### src/sv/assert_macros.svh
// Assertion helpers used by the filter top level, iir_filter_direct_form_one.
`ifndef ASSERT_MACROS_SVH
`define ASSERT_MACROS_SVH

// Same-cycle implication, checked at every rising edge outside reset.
`define ASSERT_IMPLY(label, clk, rstn, ante, cons, msg) \
    label: assert property (@(posedge clk) disable iff (!(rstn)) (ante) |-> (cons)) \
        else $error(msg);

// Next-cycle implication, checked at every rising edge outside reset.
`define ASSERT_NEXT(label, clk, rstn, ante, cons, msg) \
    label: assert property (@(posedge clk) disable iff (!(rstn)) (ante) |=> (cons)) \
        else $error(msg);

`endif

### src/sv/iirdf1_pkg.sv
// ----------------------------------------------------------------------------
// iirdf1_pkg
// Types, sizes and register indexes of the direct-form-I IIR filter.
// ----------------------------------------------------------------------------
package iirdf1_pkg;

    localparam int FF_TAPS     = 4;
    localparam int FB_TAPS     = 4;
    localparam int SAMPLE_W    = 16;
    localparam int COEF_W      = 16;
    localparam int PROD_W      = SAMPLE_W + COEF_W;
    localparam int ACC_W       = PROD_W + 3;
    localparam int ROUND_SHIFT = 14;
    localparam int RES_W       = ACC_W - ROUND_SHIFT;
    localparam int CFG_IDX_W   = 4;

    typedef logic signed [SAMPLE_W-1:0] sample_t;
    typedef logic signed [COEF_W-1:0]   coef_t;
    typedef logic signed [ACC_W-1:0]    acc_t;
    typedef logic signed [RES_W-1:0]    res_t;

    localparam coef_t   FF0_RESET  = 16'sd16384;
    localparam sample_t SAMPLE_MAX = 16'sh7fff;
    localparam sample_t SAMPLE_MIN = 16'sh8000;
    localparam acc_t    ROUND_HALF = acc_t'(1) <<< (ROUND_SHIFT - 1);
    localparam res_t    RES_MAX    = res_t'(SAMPLE_MAX);
    localparam res_t    RES_MIN    = res_t'(SAMPLE_MIN);

    typedef enum logic [CFG_IDX_W-1:0] {
        IDX_FF_COEF_0 = 4'd0,
        IDX_FF_COEF_1 = 4'd1,
        IDX_FF_COEF_2 = 4'd2,
        IDX_FF_COEF_3 = 4'd3,
        IDX_FB_COEF_1 = 4'd4,
        IDX_FB_COEF_2 = 4'd5,
        IDX_FB_COEF_3 = 4'd6,
        IDX_FB_COEF_4 = 4'd7
    } cfg_idx_e;

    typedef struct packed {
        logic    restart;
        sample_t sample_in;
    } in_item_t;

    typedef struct packed {
        sample_t sample_out;
        logic    clipped;
    } out_item_t;

    typedef struct packed {
        coef_t [FF_TAPS-1:0] ff;
        coef_t [FB_TAPS-1:0] fb;
    } coef_set_t;

    // Delay line contents as seen by the arithmetic for the current sample.
    typedef struct packed {
        sample_t [FF_TAPS-2:0] x;
        sample_t [FB_TAPS-1:0] y;
    } hist_t;

endpackage

### src/sv/iirdf1_coef_bank.sv
// ----------------------------------------------------------------------------
// iirdf1_coef_bank
// Coefficient registers, written through the configuration channel.
// ----------------------------------------------------------------------------
module iirdf1_coef_bank import iirdf1_pkg::*; (
    input  logic                 aclk,
    input  logic                 aresetn,
    input  logic                 wr_en,
    input  logic [CFG_IDX_W-1:0] wr_index,
    input  coef_t                wr_data,
    output coef_set_t            coef
);

    coef_set_t coef_reg;
    coef_set_t coef_next;

    always_comb begin
        coef_next = coef_reg;
        if (wr_en) begin
            case (cfg_idx_e'(wr_index))
                IDX_FF_COEF_0: coef_next.ff[0] = wr_data;
                IDX_FF_COEF_1: coef_next.ff[1] = wr_data;
                IDX_FF_COEF_2: coef_next.ff[2] = wr_data;
                IDX_FF_COEF_3: coef_next.ff[3] = wr_data;
                IDX_FB_COEF_1: coef_next.fb[0] = wr_data;
                IDX_FB_COEF_2: coef_next.fb[1] = wr_data;
                IDX_FB_COEF_3: coef_next.fb[2] = wr_data;
                IDX_FB_COEF_4: coef_next.fb[3] = wr_data;
                // Indexes past the register list are dropped.
                default: coef_next = coef_reg;
            endcase
        end
    end

    always_ff @(posedge aclk) begin
        if (!aresetn) begin
            coef_reg <= '{ff: {coef_t'(0), coef_t'(0), coef_t'(0), FF0_RESET}, fb: '0};
        end else begin
            coef_reg <= coef_next;
        end
    end

    assign coef = coef_reg;

endmodule

### config.mk
export PLATFORM = sky130hd
export DESIGN_NAME = iirdf1_coef_bank
export DESIGN_NICKNAME = d
export VERILOG_FILES = /design/src/sv/assert_macros.svh /design/src/sv/iirdf1_pkg.sv /design/src/sv/iirdf1_coef_bank.sv
export SDC_FILE = /design/constraint.sdc
export NUM_CORES = 1
export LEC_CHECK = 0
export BUFFER_PORTS_ARGS = -buffer_cell sky130_fd_sc_hd__buf_2
export CORE_AREA = 4 4 107 109
export DETAILED_ROUTE_END_ITERATION = 8
export DIE_AREA = 0 0 111 113
export GPL_TIMING_DRIVEN = 0
export PLACE_DENSITY = 0.71
export SLEW_MARGIN = 10
export SYNTH_ARGS = -nofsm -noshare
export SYNTH_HDL_FRONTEND = slang
export SYNTH_SLANG_ARGS = --single-unit
### constraint.sdc
create_clock -name aclk -period 1.3 [get_ports aclk]
set_input_delay 0.065 -clock aclk [delete_from_list [all_inputs] [get_ports aclk]]
set_output_delay 0.065 -clock aclk [all_outputs]
set_load 0.01 [all_outputs]
==> impl_summary.txt <==
----------------------------------------------------
[STA]
  Highest clock rate ... 832.7 MHz
  Final Hold Fails ... 0
  Final setup fails ... 0
  Ratio of final minimum period to clock period ... 92.38%
  Final critical-path required period ... 1.201 ns
  Accumulated negative setup slack ... 0 ns
  Final worst clock skew ... 0 ns
  Slew margin rel. ... 64.72%
  Worst-margin pin slew ... 0.5292 ns
  Max-slew violation total from the final report ... 0
  Unrepaired setup endpoints after global routing ... no
  Hold slack ... 0.03248 ns

[Synthesis]
  Mean instance size in the synthesized netlist ... 10.55 µm²
  Complex-gate fraction of the synthesized area ... 0.1607%
  Multiplexer area fraction after synthesis ... between 20% and 30%
  Cells taking the most area after synthesis ... dfxtp_1 55%, mux2i_1 27%, nand2_1 12%, buf_6 1.7%, buf_2 0.75%
  Number of flops mapped to enable cells by yosys ... 0
  Area fraction of the dominant cell type after synthesis ... 54.85%
  Share of flip-flops with an asynchronous set or reset after synthesis ... 0%
  Area of the mapped netlist ... 4672 µm²
  Top-count cell post-synth ... nand2_1
  Leading post-synthesis cells by instance count ... 144 x nand2_1, 128 x dfxtp_1, 127 x mux2i_1
  Area leader, netlist ... dfxtp_1
  Post-synthesis cell count ... 443
  Synthesized-area fraction occupied by adder cells ... 0%
  Area fraction in and, or, nand and nor cells after synthesis ... 13.66%
  Combinational family with the most area after synthesis ... multiplexers
  Synth Warn # ... 0
  Number of synthesized register bits ... 128
  Sequential share of the synthesized area ... a little over half
  Post-synthesis net count ... 466
  Most used DFF post-synth ... dfxtp_1
  Share of the synthesized netlist area taken by xor and xnor gates ... 0%
  Number of distinct library cells after synthesis ... 19

[Routing]
  DR pass1 iterations ... 4
  DRC violation count after routing ... 0
  Post-detailed-route wirelength per cell ... between 15 and 20 µm
  Violation count after the first detailed-route iteration ... approximately 160
  Number of vias after detailed routing ... 3674
  Residual antenna-violating net count after detailed routing ... 0
  Vias/cell ... 4.796
  Total Routed Length ... 12670 µm

[Worst setup path]
  Worst r2r path cells ... 2
  Crit Path Class ... input pin to register
  CP Launch Type ... input pin
  Setup crit end kind ... register
  Data required time at the worst endpoint ... 1.69 ns
  Data arrival time of the worst path ... 1.59 ns
  Max FO, Critical Path ... 15

[Min path]
  Class of the worst hold path ... input pin to register
  Hold path cells ... 4

[Cells and area]
  Syn-to-layout area delta ... 32.27%
  Final Non-Filler Cells ... about 770
  Final core area utilization ... 58.28%
  Count of antenna diodes in the layout ... 0
  Number of fill cells ... 918
  Area used by multi-input combinational logic ... 1917 µm²
  FF/Latch Area ... 2562 µm²
  Number of flip-flops in the largest register ... 128
  Number of nets at the end of the flow ... between 600 and 700
  Fraction of layout cells with a size suffix above 1 ... between 30% and 40%

[Die]
  Horizontal die dimension ... around 110 µm
  Core region area ... 10600 µm²
  Count of pins on the block boundary ... 151
  Vertical extent of the die ... between 100 and 150 µm
  Row count ... 38
  Starting utilization of the core area ... 44.06%
  Die Footprint ... 12540 µm²

[Clock tree]
  Total clock buffers created by CTS ... 17
  Total number of H-tree levels ... 4
  Skew-Pair Late Insertion Delay ... 0.52 ns
  Clock slew at the register clock pins of the worst setup and hold paths ... 0.06 ns
  Longest Clk Path Bufs ... 2
  Buffer cell driving the clock tree root ... clkbuf_8
  TritonCTS clock tree ... yes
  Post-CTS repair timing setup buffer count ... 0
  Quantity of gates resized following cts ... 0
  Sink Count ... 128

[Pwr]
  Peak VDD IR ... ~630 µV
  Total power draw ... 8875 µW
  Total power density per cell area ... around 1400 nW/µm²
  Static leakage ... 0.003102 µW

[Placed design]
  Routability congestion estimate ... 0.7527
  Total placed cells including tap cells ... 732
  Count of port buffers added during placement ... 149
  Detailed placement HPWL ... around 9300 µm

[Global routing]
  Vias in the first global route ... 3854
  Antenna violations before repair ... 0
  Maximum number of pins on one net before global-route repair ... 17
  Global-route usage over all layers ... 20.48%
  Wire length of the first global-routing pass ... 19930 µm
  Global route total overflow ... 0

[Status]
  Status ... finished clean

[Run]
  Max capacitance violation total ... 0

----------------------------------------------------
[final timing paths]
path                     from        end  slack (ns)
hold reg to reg     coef[116]  coef[116]        0.46
setup / recovery  wr_index[3]   coef[73]         0.1
hold / removal    wr_index[1]   coef[63]        0.03
setup reg to reg     coef[78]   coef[78]        0.59
[cell type report]
type | count | area share [%]
Buffer | 29 | 3.037
Multi-Input combinational cell | 285 | 31.02
Clock buffer | 18 | 6.763
Tap cell | 140 | 2.835
Clock inverter | 14 | 2.328
Sequential cell | 128 | 41.47
Timing Repair Buffer | 152 | 12.55
[per-layer routing]
metal  part of all wire [%]  up-vias  track usage, %  routed length [µm]
met5                      0        -               0                   0
met4                    1.0        0           6.486                 127
met3                    6.0       15           7.594                 759
met2                     49      116           35.23                6163
met1                     44     1733           23.80                5623
li1                       -     1810               -                   -
[power by group]
group / internal, µW / leakage [µW] / switching (µW)
clock: 2710 / 0.000263 / 1730
sequential: 3980 / 0.00103 / 26.6
combinational: 146 / 0.00181 / 280
[through the flow]
stage          instance area (µm²)  setup slack, ns
6_report                      6180          0.09908
5_1_grt                       6180          0.02437
4_1_cts                       6185          0.03762
3_5_place_dp                  5593          -0.1370
3_3_place_gp                  5593         -0.07236
2_1_floorplan                 4672           0.2561
[cell usage in the layout, fill, tap and decap left out]
cell | Yosys | routed
buf_2 | 7 | 155
nand2_1 | 144 | 144
dfxtp_1 | 128 | 128
mux2i_1 | 127 | 127
clkbuf_16 | 0 | 16
clkbuf_1 | 9 | 10
buf_6 | 7 | 7
clkinvlp_4 | 0 | 5
nand3b_1 | 4 | 4
buf_1 | 4 | 4
clkinv_2 | 0 | 4
clkinv_4 | 0 | 3
dlygate4sd3_1 | 0 | 3
nor3b_1 | 2 | 2
buf_4 | 2 | 2
bufinv_16 | 0 | 2
nor3b_4 | 1 | 1
and3_1 | 1 | 1
nor2_1 | 1 | 1
nand2b_1 | 1 | 1
buf_8 | 1 | 1
nor2_2 | 1 | 1
nand2_2 | 1 | 1
a21boi_0 | 1 | 1
nand3_1 | 1 | 1
clkbuf_8 | 0 | 1
[cell families (layout without fill, tap and decap cells)]
group                  after synthesis  in the layout
buffers and inverters               30            213
AND/OR/NAND/NOR                    157            157
AO/OA/AOI/OAI                        1              1
flip-flops                         128            128
multiplexers                       127            127
[worst max-delay path, stage by stage]
cell,delay [ns]
buf_2,0.12
nor3b_4,0.26
dlygate4sd3_1,0.63
nand2_2,0.30
mux2i_1,0.21
[repair_timing]
| action | CTS | global route |
|---|---|---|
| hold buffers | 3 | 0 |
| hold endpoints to repair | 4 | 0 |
| endpoints found under the setup margin | 0 | 2 |
(Power assumes the default switching activity.)
