$ cat src/sv/assert_macros.svh
// Assertion helpers used by the filter top level, iir_filter_direct_form_one.
`ifndef ASSERT_MACROS_SVH
`define ASSERT_MACROS_SVH

// Same-cycle implication, checked at every rising edge outside reset.
`define ASSERT_IMPLY(label, clk, rstn, ante, cons, msg) \
    label: assert property (@(posedge clk) disable iff (!(rstn)) (ante) |-> (cons)) \
        else $error(msg);

// Next-cycle implication, checked at every rising edge outside reset.
`define ASSERT_NEXT(label, clk, rstn, ante, cons, msg) \
    label: assert property (@(posedge clk) disable iff (!(rstn)) (ante) |=> (cons)) \
        else $error(msg);

`endif

$ cat src/sv/iirdf1_pkg.sv
// ----------------------------------------------------------------------------
// iirdf1_pkg
// Types, sizes and register indexes of the direct-form-I IIR filter.
// ----------------------------------------------------------------------------
package iirdf1_pkg;

    localparam int FF_TAPS     = 4;
    localparam int FB_TAPS     = 4;
    localparam int SAMPLE_W    = 16;
    localparam int COEF_W      = 16;
    localparam int PROD_W      = SAMPLE_W + COEF_W;
    localparam int ACC_W       = PROD_W + 3;
    localparam int ROUND_SHIFT = 14;
    localparam int RES_W       = ACC_W - ROUND_SHIFT;
    localparam int CFG_IDX_W   = 4;

    typedef logic signed [SAMPLE_W-1:0] sample_t;
    typedef logic signed [COEF_W-1:0]   coef_t;
    typedef logic signed [ACC_W-1:0]    acc_t;
    typedef logic signed [RES_W-1:0]    res_t;

    localparam coef_t   FF0_RESET  = 16'sd16384;
    localparam sample_t SAMPLE_MAX = 16'sh7fff;
    localparam sample_t SAMPLE_MIN = 16'sh8000;
    localparam acc_t    ROUND_HALF = acc_t'(1) <<< (ROUND_SHIFT - 1);
    localparam res_t    RES_MAX    = res_t'(SAMPLE_MAX);
    localparam res_t    RES_MIN    = res_t'(SAMPLE_MIN);

    typedef enum logic [CFG_IDX_W-1:0] {
        IDX_FF_COEF_0 = 4'd0,
        IDX_FF_COEF_1 = 4'd1,
        IDX_FF_COEF_2 = 4'd2,
        IDX_FF_COEF_3 = 4'd3,
        IDX_FB_COEF_1 = 4'd4,
        IDX_FB_COEF_2 = 4'd5,
        IDX_FB_COEF_3 = 4'd6,
        IDX_FB_COEF_4 = 4'd7
    } cfg_idx_e;

    typedef struct packed {
        logic    restart;
        sample_t sample_in;
    } in_item_t;

    typedef struct packed {
        sample_t sample_out;
        logic    clipped;
    } out_item_t;

    typedef struct packed {
        coef_t [FF_TAPS-1:0] ff;
        coef_t [FB_TAPS-1:0] fb;
    } coef_set_t;

    // Delay line contents as seen by the arithmetic for the current sample.
    typedef struct packed {
        sample_t [FF_TAPS-2:0] x;
        sample_t [FB_TAPS-1:0] y;
    } hist_t;

endpackage

$ cat src/sv/iirdf1_history.sv
// ----------------------------------------------------------------------------
// iirdf1_history
// Input and output delay lines, with clearing on a restart sample.
// ----------------------------------------------------------------------------
module iirdf1_history import iirdf1_pkg::*; (
    input  logic    aclk,
    input  logic    aresetn,
    input  logic    step,
    input  logic    restart,
    input  sample_t x_new,
    input  sample_t y_new,
    output hist_t   hist
);

    hist_t hist_reg;
    hist_t hist_next;

    // A restart sample sees empty history and starts the lines afresh.
    assign hist = restart ? '0 : hist_reg;

    always_comb begin
        hist_next = hist_reg;
        if (step) begin
            hist_next.x[0] = x_new;
            for (int k = 1; k < FF_TAPS - 1; k++) begin
                hist_next.x[k] = hist.x[k-1];
            end
            hist_next.y[0] = y_new;
            for (int k = 1; k < FB_TAPS; k++) begin
                hist_next.y[k] = hist.y[k-1];
            end
        end
    end

    always_ff @(posedge aclk) begin
        if (!aresetn) begin
            hist_reg <= '0;
        end else begin
            hist_reg <= hist_next;
        end
    end

endmodule

$ cat config.mk
export PLATFORM = sky130hd
export DESIGN_NAME = iirdf1_history
export DESIGN_NICKNAME = d
export VERILOG_FILES = /design/src/sv/assert_macros.svh /design/src/sv/iirdf1_pkg.sv /design/src/sv/iirdf1_history.sv
export SDC_FILE = /design/constraint.sdc
export NUM_CORES = 1
export LEC_CHECK = 0
export BUFFER_PORTS_ARGS = -buffer_cell sky130_fd_sc_hd__buf_4
export CAP_MARGIN = 20
export CORE_ASPECT_RATIO = 0.9
export CORE_MARGIN = 3
export CORE_UTILIZATION = 30
export CTS_CLUSTER_DIAMETER = 100
export CTS_CLUSTER_SIZE = 30
export DETAILED_ROUTE_END_ITERATION = 10
export PLACE_DENSITY = 0.49
export RECOVER_POWER = 25
export SYNTH_ARGS = -nofsm -noshare
export SYNTH_HDL_FRONTEND = slang
export SYNTH_SLANG_ARGS = --single-unit
$ cat constraint.sdc
create_clock -name aclk -period 1.59 [get_ports aclk]
set_clock_uncertainty 0.1 [all_clocks]
set_input_delay 0.2385 -clock aclk [delete_from_list [all_inputs] [get_ports aclk]]
set_output_delay 0.2385 -clock aclk [all_outputs]
set_load 0.01 [all_outputs]
==> results.json, run 1 <==
{
  "grt_max_degree": 113,
  "cts_buffers": 9,
  "fp-row-count": 44,
  "synth_warnings": 0,
  "largest_reg_flops": 112,
  "wire_per_inst_um": 16.4,
  "design_area_um2": 6500,
  "syn2layout_area_growth_pct": 30.2,
  "finalHoldViolCount": 0,
  "htreeDepth": 3,
  "ant_nets": 0,
  "grt_pass1_vias": 3580,
  "period_needed_ns": 1.50,
  "rsz0062_at_grt": "no",
  "worstSetupPathType": "reg -> out",
  "die_w_um": 142,
  "grt_usage_pct": 14.5,
  "clockBufferDepth": 2,
  "drt_pass1_iterations": 4,
  "ctsHoldBuffers": 0,
  "power.leakage_nw": 2.87,
  "timing.final.max_slew_violations": 0,
  "antenna_found_initial": 0,
  "slowest_delay_ns": 0.36,
  "worstHoldPathType": "in -> reg",
  "cts_tree": "done",
  "relSlewSlack_pct": 46.7,
  "power_mw": 5.81,
  "crit_chain": "nor2b_1, buf_4",
  "placed_cell_area_um2": 6210,
  "fin_cells": 832,
  "syn_inst": 494,
  "clk_pin_slew_worst_paths_ns": 0.08,
  "arrival_ns": 1.17,
  "io_buffers": 147,
  "drt_wl_total_um": 13600,
  "grt.overflow.total": 0,
  "powerDensity_nw_per_um2": 894,
  "avgSynthCellArea_um2": 10.1,
  "coreArea_um2": 16200,
  "via_count": 3774,
  "tightestPinTransition_ns": 0.800,
  "cp_slowest_cell": "dfxtp_1",
  "drt_iter0_drc": 167,
  "synthesis.area_um2": 4990,
  "dieArea_um2": 18200,
  "diodes": 0,
  "synth_fp_nets": 530,
  "finalSetupViolCount": 0,
  "fin_crit_sh_pct": 94.6,
  "grt_pass1_wl_um": 20800,
  "nets": 656,
  "cp-start-kind": "register",
  "insertion_delay_ns": 0.36,
  "die_h_um": 128,
  "drc": 0,
  "cpLargestDelayFamily": "flip-flops",
  "fin_setup_tns_ns": 0,
  "via_per_inst": 4.54,
  "critPathMaxFanout": 2,
  "post_cts_buffers": 0,
  "cp-end-kind": "primary output",
  "maxCapViolCount": 0,
  "hpwl_um": 9300,
  "synthDistinctLibCells": 10,
  "status": "completed",
  "gp_congestion": 0.726,
  "worst_ir_drop_vdd_v": 0.000446,
  "yosysSeqAreaShare_pct": 44.9,
  "synth-seq-cells": 112,
  "final_layout_size_suffix_gt1_share_pct": 28.0,
  "path_buf_inv": 1,
  "cts_sinks": 112,
  "ios": 148,
  "fillCellCount": 1627,
  "timing.fmax_ghz": 0.665,
  "start_util_pct": 30.7,
  "cts-root-buf": "clkbuf_16",
  "crit_required_ns": 1.25,
  "dp_cells": 816
}
==> through the flow <==
step	hold slack [ns]	utilization [%]	worst slack, ns
after detailed placement	0.397	38.3	0.0488
after global placement	0.388	38.3	0.0682
final	0.0351	40.0	0.0854
after CTS	0.0165	40.2	0.0368
after floorplan	0.308	-	0.491
after global routing	0.0217	40.0	0.0123
==> cells by family after synthesis <==
kind of cell | after synthesis | synth area share, %
compound gates | 80 | 14.0
buf+inv | 45 | 6.27
flops | 112 | 44.9
mux | 32 | 6.42
simple gates | 225 | 28.4
==> cells in the mapped netlist <==
| cell type | instances | area [um^2] |
|---|---|---|
| buf_6 | 12 | 135 |
| and2b_1 | 6 | 45.0 |
| mux2i_1 | 32 | 320 |
| and2_1 | 1 | 6.26 |
| clkbuf_1 | 6 | 22.5 |
| dfxtp_1 | 112 | 2240 |
| buf_2 | 19 | 95.1 |
| buf_4 | 8 | 60.1 |
| nor2b_1 | 218 | 1360 |
| a22o_1 | 80 | 701 |
==> metal layers <==
| metal | global-route usage (%) | vias up | part of all wire, % |
|---|---|---|---|
| met1 | 21.6 | 1773 | 52 |
| met3 | 3.53 | 10 | 4.2 |
| met4 | 4.06 | 0 | 1.2 |
| met2 | 20.6 | 85 | 43 |
| met5 | 0 | - | 0 |
| li1 | - | 1906 | - |
==> worst min-delay path, delay by kind of cell <==
family                 cells  cell delay, ns
and+or+nand+nor            1            0.09
buffers and inverters      1            0.08
muxes                      1            0.05
==> placed cells by master, fill, tap and decap left out <==
| cell | n |
|---|---|
| mux2i_1 | 32 |
| bufinv_16 | 1 |
| buf_4 | 152 |
| inv_6 | 2 |
| nor2b_1 | 218 |
| buf_12 | 4 |
| clkbuf_4 | 2 |
| clkbuf_1 | 2 |
| and2b_1 | 6 |
| clkbuf_16 | 9 |
| and2_2 | 1 |
| buf_6 | 1 |
| dfxtp_1 | 112 |
| clkinv_8 | 1 |
| clkinvlp_4 | 2 |
| a22o_1 | 80 |
==> area by class of cell <==
| cell class | instances | area, um^2 | area share, % |
|---|---|---|---|
| clock inverters | 6 | 78.8 | 1.21 |
| flip-flops and latches | 112 | 2240 | 34.5 |
| clock buffers | 10 | 229 | 3.52 |
| well taps | 207 | 259 | 3.99 |
| repair buffers | 160 | 1250 | 19.3 |
| multi-input cells | 337 | 2440 | 37.5 |
==> what timing repair did <==
action	in CTS	in global routing
endpoints found under the setup margin	0	4
endpoints found under the hold margin	0	0
gates resized for setup	0	1
==> report_power, final <==
| group | internal (mW) | leakage, nW | switching [mW] |
|---|---|---|---|
| Combinational | 0.248 | 1.81 | 0.295 |
| Sequential | 2.87 | 0.910 | 0.0338 |
| Clock | 1.25 | 0.142 | 1.11 |
==> final timing paths <==
| path | start | to | slack [ns] | cells after the start |
|---|---|---|---|---|
| setup / recovery | hist_reg[28] | hist[28] | 0.09 | 2 |
| hold / removal | y_new[12] | hist_reg[12] | 0.04 | 3 |
| setup reg to reg | hist_reg[10] | hist_reg[26] | 0.59 | 3 |
| hold reg to reg | hist_reg[10] | hist_reg[10] | 0.41 | 2 |
(Power assumes the default switching activity.)
==> run 2: changes to the inputs <==
==> constraint.sdc (replaced) <==
create_clock -name aclk -period 1.8 [get_ports aclk]
set_clock_uncertainty 0.1 [all_clocks]
set_input_delay 0.27 -clock aclk [delete_from_list [all_inputs] [get_ports aclk]]
set_output_delay 0.27 -clock aclk [all_outputs]
set_load 0.01 [all_outputs]
==> results.json, run 2 (synthesis results as in run 1) <==
{
  "drt_pass1_iterations": 4,
  "cp_slowest_cell": "dfxtp_1",
  "worstHoldPathType": "in -> reg",
  "clk_pin_slew_worst_paths_ns": 0.07,
  "slowest_delay_ns": 0.33,
  "mostFrequentLayoutCells": "nor2b_1, buf_4, dfxtp_1",
  "ant_nets": 0,
  "fin_crit_sh_pct": 87.4,
  "diodes": 0,
  "die_h_um": 128,
  "relSlewSlack_pct": 21.4,
  "grt.overflow.total": 0,
  "cts_tree": "done",
  "start_util_pct": 30.7,
  "nets": 653,
  "rsz0062_at_grt": "no",
  "cts_sinks": 112,
  "grt_usage_pct": 14.5,
  "timing.fmax_ghz": 0.636,
  "path_buf_inv": 1,
  "fp-row-count": 44,
  "fillCellCount": 1623,
  "holdWs_ns": 0.0782,
  "crit_required_ns": 1.43,
  "dieArea_um2": 18200,
  "cpLargestDelayFamily": "flip-flops",
  "io_buffers": 147,
  "final_common_cell": "nor2b_1",
  "cts_buffers": 9,
  "ios": 148,
  "via_count": 3780,
  "grt_max_degree": 113,
  "cp-end-kind": "primary output",
  "maxCapViolCount": 0,
  "htreeDepth": 3,
  "arrival_ns": 1.20,
  "drc": 0,
  "cp-start-kind": "register",
  "grt_pass1_vias": 3632,
  "period_needed_ns": 1.57,
  "die_w_um": 142,
  "syn2layout_area_growth_pct": 30.9,
  "hpwl_um": 9210,
  "placed_cell_area_um2": 6190,
  "design_area_um2": 6530,
  "via_per_inst": 4.57,
  "clockBufferDepth": 2,
  "ctsHoldBuffers": 0,
  "timing.final.max_slew_violations": 0,
  "finalSetupViolCount": 0,
  "antenna_found_initial": 0,
  "post_cts_buffers": 0,
  "coreArea_um2": 16200,
  "power.leakage_nw": 2.89,
  "insertion_delay_ns": 0.35,
  "final_layout_size_suffix_gt1_share_pct": 27.9,
  "largest_reg_flops": 112,
  "grt_pass1_wl_um": 20900,
  "drt_iter0_drc": 221,
  "fin_setup_tns_ns": 0,
  "gp_congestion": 0.748,
  "tightestPinTransition_ns": 1.18,
  "drt_wl_total_um": 13600,
  "critPathMaxFanout": 2,
  "cts-root-buf": "clkbuf_16",
  "worst_ir_drop_vdd_v": 0.000404,
  "worstSetupPathType": "reg -> out",
  "wire_per_inst_um": 16.4,
  "finalHoldViolCount": 0,
  "cts-resized-gates": 0,
  "power_mw": 5.48,
  "status": "completed",
  "powerDensity_nw_per_um2": 839,
  "crit_chain": "nor2b_1, buf_4"
}
[run 2: cell count changes in the layout (fill, tap and decap cells not counted), sizes merged]
| cell | change |
|---|---|
| inv | -2 |
| clkinvlp | -2 |
| bufinv | +3 |
| buf | -1 |
| clkbuf | -2 |
[run 2: power by group]
part / total [mW] / switching [mW] / internal (mW)
clock: 2.44 / 0.906 / 1.53
combinational: 0.477 / 0.262 / 0.215
sequential: 2.56 / 0.0271 / 2.54
[run 2: routing by layer]
| metal | vias to the layer above | global-route usage [%] | share of wire [%] |
|---|---|---|---|
| met2 | 92 | 20.3 | 43 |
| met3 | 7 | 3.83 | 5.0 |
| met4 | 0 | 4.46 | 1.0 |
| met5 | - | 0 | 0 |
| met1 | 1779 | 21.8 | 51 |
| li1 | 1902 | - | - |
[run 2: path summary, 6_finish.rpt]
| check | from | to | slack, ns | cells after the start |
|---|---|---|---|---|
| worst max-delay path | hist_reg[68] | hist[68] | 0.23 | 2 |
| worst min-delay path | y_new[3] | hist_reg[3] | 0.08 | 3 |
| worst max register to register | hist_reg[69] | hist_reg[85] | 0.78 | 2 |
| worst min register to register | hist_reg[67] | hist_reg[67] | 0.41 | 2 |
[run 2: final cells by class]
type                    count  area (um^2)  area share (%)
multi-input cells         337         2440            37.3
flip-flops and latches    112         2240            34.3
repair buffers            157         1230            18.8
well taps                 207          259            3.96
clock buffers              10          239            3.66
clock inverters             5          129            1.97
[run 2: worst register-to-register path: stages, from the launching register on]
cell and delay (ns):
dfxtp_1 0.32, nor2b_1 0.34, a22o_1 0.20
[run 2: through the flow]
| stage | cells | util (%) | setup slack (ns) |
|---|---|---|---|
| detailed placement | 813 | 38.1 | 0.236 |
| global route | 828 | 40.2 | 0.145 |
| CTS | 828 | 40.4 | 0.199 |
| floorplan | 494 | - | 0.638 |
| finish | 828 | 40.2 | 0.227 |
| global placement | 813 | 38.1 | 0.246 |
==> run 3: changes to the inputs <==
--- a/config.mk
+++ b/config.mk
@@ -13,7 +13,7 @@
 export CTS_CLUSTER_DIAMETER = 100
 export CTS_CLUSTER_SIZE = 30
 export DETAILED_ROUTE_END_ITERATION = 10
-export PLACE_DENSITY = 0.49
+export PLACE_DENSITY = 0.51
 export RECOVER_POWER = 25
 export SYNTH_ARGS = -nofsm -noshare
 export SYNTH_HDL_FRONTEND = slang
==> constraint.sdc (replaced) <==
create_clock -name aclk -period 1.44 [get_ports aclk]
set_clock_uncertainty 0.1 [all_clocks]
set_input_delay 0.216 -clock aclk [delete_from_list [all_inputs] [get_ports aclk]]
set_output_delay 0.216 -clock aclk [all_outputs]
set_load 0.01 [all_outputs]
==> results.json, run 3 (synthesis results as in run 1) <==
{
  "fin_crit_sh_pct": 97.1,
  "hpwl_um": 9430,
  "grt_pass1_vias": 3716,
  "regToRegSetupSlack_ns": 0.52,
  "critPathCapture": "hist[70]",
  "powerDensity_nw_per_um2": 990,
  "finalSetupViolCount": 0,
  "clockBufferDepth": 2,
  "htreeDepth": 3,
  "nets": 655,
  "grt_usage_pct": 14.8,
  "cp-start-kind": "register",
  "die_w_um": 142,
  "drt_iter0_drc": 259,
  "slowest_delay_ns": 0.34,
  "rsz0062_at_grt": "yes",
  "placed_cell_area_um2": 6230,
  "r2r_cells": 2,
  "drc": 0,
  "worstSetupPathType": "reg -> out",
  "start_util_pct": 30.7,
  "status": "completed",
  "post_cts_buffers": 0,
  "syn2layout_area_growth_pct": 33.1,
  "drt_pass1_iterations": 4,
  "dp_cells": 815,
  "fp-row-count": 44,
  "design_area_um2": 6640,
  "io_buffers": 147,
  "hold-path-cell-count": 3,
  "critPathMaxFanout": 2,
  "via_per_inst": 4.65,
  "finalWorstSetupSlack_ns": 0.0412,
  "cts_tree": "done",
  "fillCellCount": 1626,
  "r2r_end": "hist_reg[86]",
  "cp-end-kind": "primary output",
  "timing.final.max_slew_violations": 0,
  "tightestPinTransition_ns": 0.799,
  "insertion_delay_ns": 0.35,
  "crit_chain": "nor2b_2, buf_4",
  "hold_start": "y_new[1]",
  "timing.fmax_ghz": 0.715,
  "relSlewSlack_pct": 46.7,
  "drt_wl_total_um": 13900,
  "final_common_cell": "nor2b_1",
  "final_layout_size_suffix_gt1_share_pct": 33.0,
  "worst_ir_drop_vdd_v": 0.000545,
  "clk_pin_slew_worst_paths_ns": 0.07,
  "cpLargestDelayFamily": "flip-flops",
  "grt_max_degree": 113,
  "via_count": 3866,
  "coreArea_um2": 16200,
  "period_needed_ns": 1.40,
  "cts-root-buf": "clkbuf_16",
  "crit_required_ns": 1.12,
  "finalHoldViolCount": 0,
  "diodes": 0,
  "arrival_ns": 1.08,
  "grt.overflow.total": 0,
  "cts_buffers": 9,
  "ios": 148,
  "cp_slowest_cell": "dfxtp_1",
  "gp_congestion": 0.737,
  "cts_sinks": 112,
  "grt_pass1_wl_um": 21200,
  "wire_per_inst_um": 16.7,
  "post-place-ws_ns": 0.0317,
  "worstHoldPathType": "in -> reg",
  "fin_cells": 831,
  "cp.depth": 2,
  "path_buf_inv": 1,
  "power.leakage_nw": 2.90,
  "crit_start": "hist_reg[70]",
  "die_h_um": 128,
  "antenna_found_initial": 0,
  "dieArea_um2": 18200,
  "mostFrequentLayoutCells": "nor2b_1, buf_4, dfxtp_1",
  "ant_nets": 0,
  "maxCapViolCount": 0,
  "power_mw": 6.58,
  "largest_reg_flops": 112,
  "reg2reg_from": "hist_reg[70]"
}
[run 3: cell types whose count changed in the layout (fill, tap and decap cells not counted), sizes merged]
cell    change
buf         +2
clkinv      +1
inv         +2
bufinv      -2
[run 3: worst min-delay path by stage]
| stage | end | slack [ns] |
|---|---|---|
| CTS | hist_reg[7] | 0.001 |
| floorplan | hist_reg[0] | 0.29 |
| finish | hist_reg[1] | 0.02 |
| global route | hist_reg[66] | 0.02 |
| detailed placement | hist_reg[1] | 0.38 |
| global placement | hist_reg[64] | 0.37 |
[run 3: power breakdown]
| part | switching (mW) | leakage [nW] | internal, mW |
|---|---|---|---|
| Combinational | 0.340 | 1.83 | 0.292 |
| Sequential | 0.0387 | 0.910 | 3.17 |
| Clock | 1.15 | 0.163 | 1.58 |
| Total | 1.53 | 2.90 | 5.04 |
[run 3: timing repair]
action                                  CTS  global route
endpoints found under the setup margin   10            25
endpoints found under the hold margin     0             0
resized for setup                        10            25
hold buffers                              0             0
[run 3: cell type report]
cell class / instances / area [um^2] / area share [%]
multi-input combinational: 337 / 2530 / 38.1
sequential: 112 / 2240 / 33.8
timing repair buffer: 159 / 1280 / 19.3
tap: 207 / 259 / 3.90
clock buffer: 10 / 239 / 3.60
clock inverter: 6 / 87.6 / 1.32
[run 3: per-stage QoR]
| stage | hold WS (ns) | setup TNS (ns) | utilization, % |
|---|---|---|---|
| 2_1_floorplan | 0.285 | 0 | - |
| 6_report | 0.0215 | 0 | 40.9 |
| 4_1_cts | 0.00117 | 0 | 40.5 |
| 5_1_grt | 0.0151 | -0.00632 | 40.9 |
| 3_5_place_dp | 0.381 | 0 | 38.4 |
| 3_3_place_gp | 0.374 | 0 | 38.4 |
[run 3: per-layer routing]
metal	global-route usage (%)	vias up	part of all wire, %
li1	-	1909	-
met5	0	-	0
met2	20.9	110	42
met1	22.2	1831	52
met3	3.38	16	4.4
met4	4.85	0	1.8
[run 3: worst min-delay path, stage by stage]
cell and delay [ns]:
buf_4 0.08, mux2i_1 0.05, nor2b_1 0.09
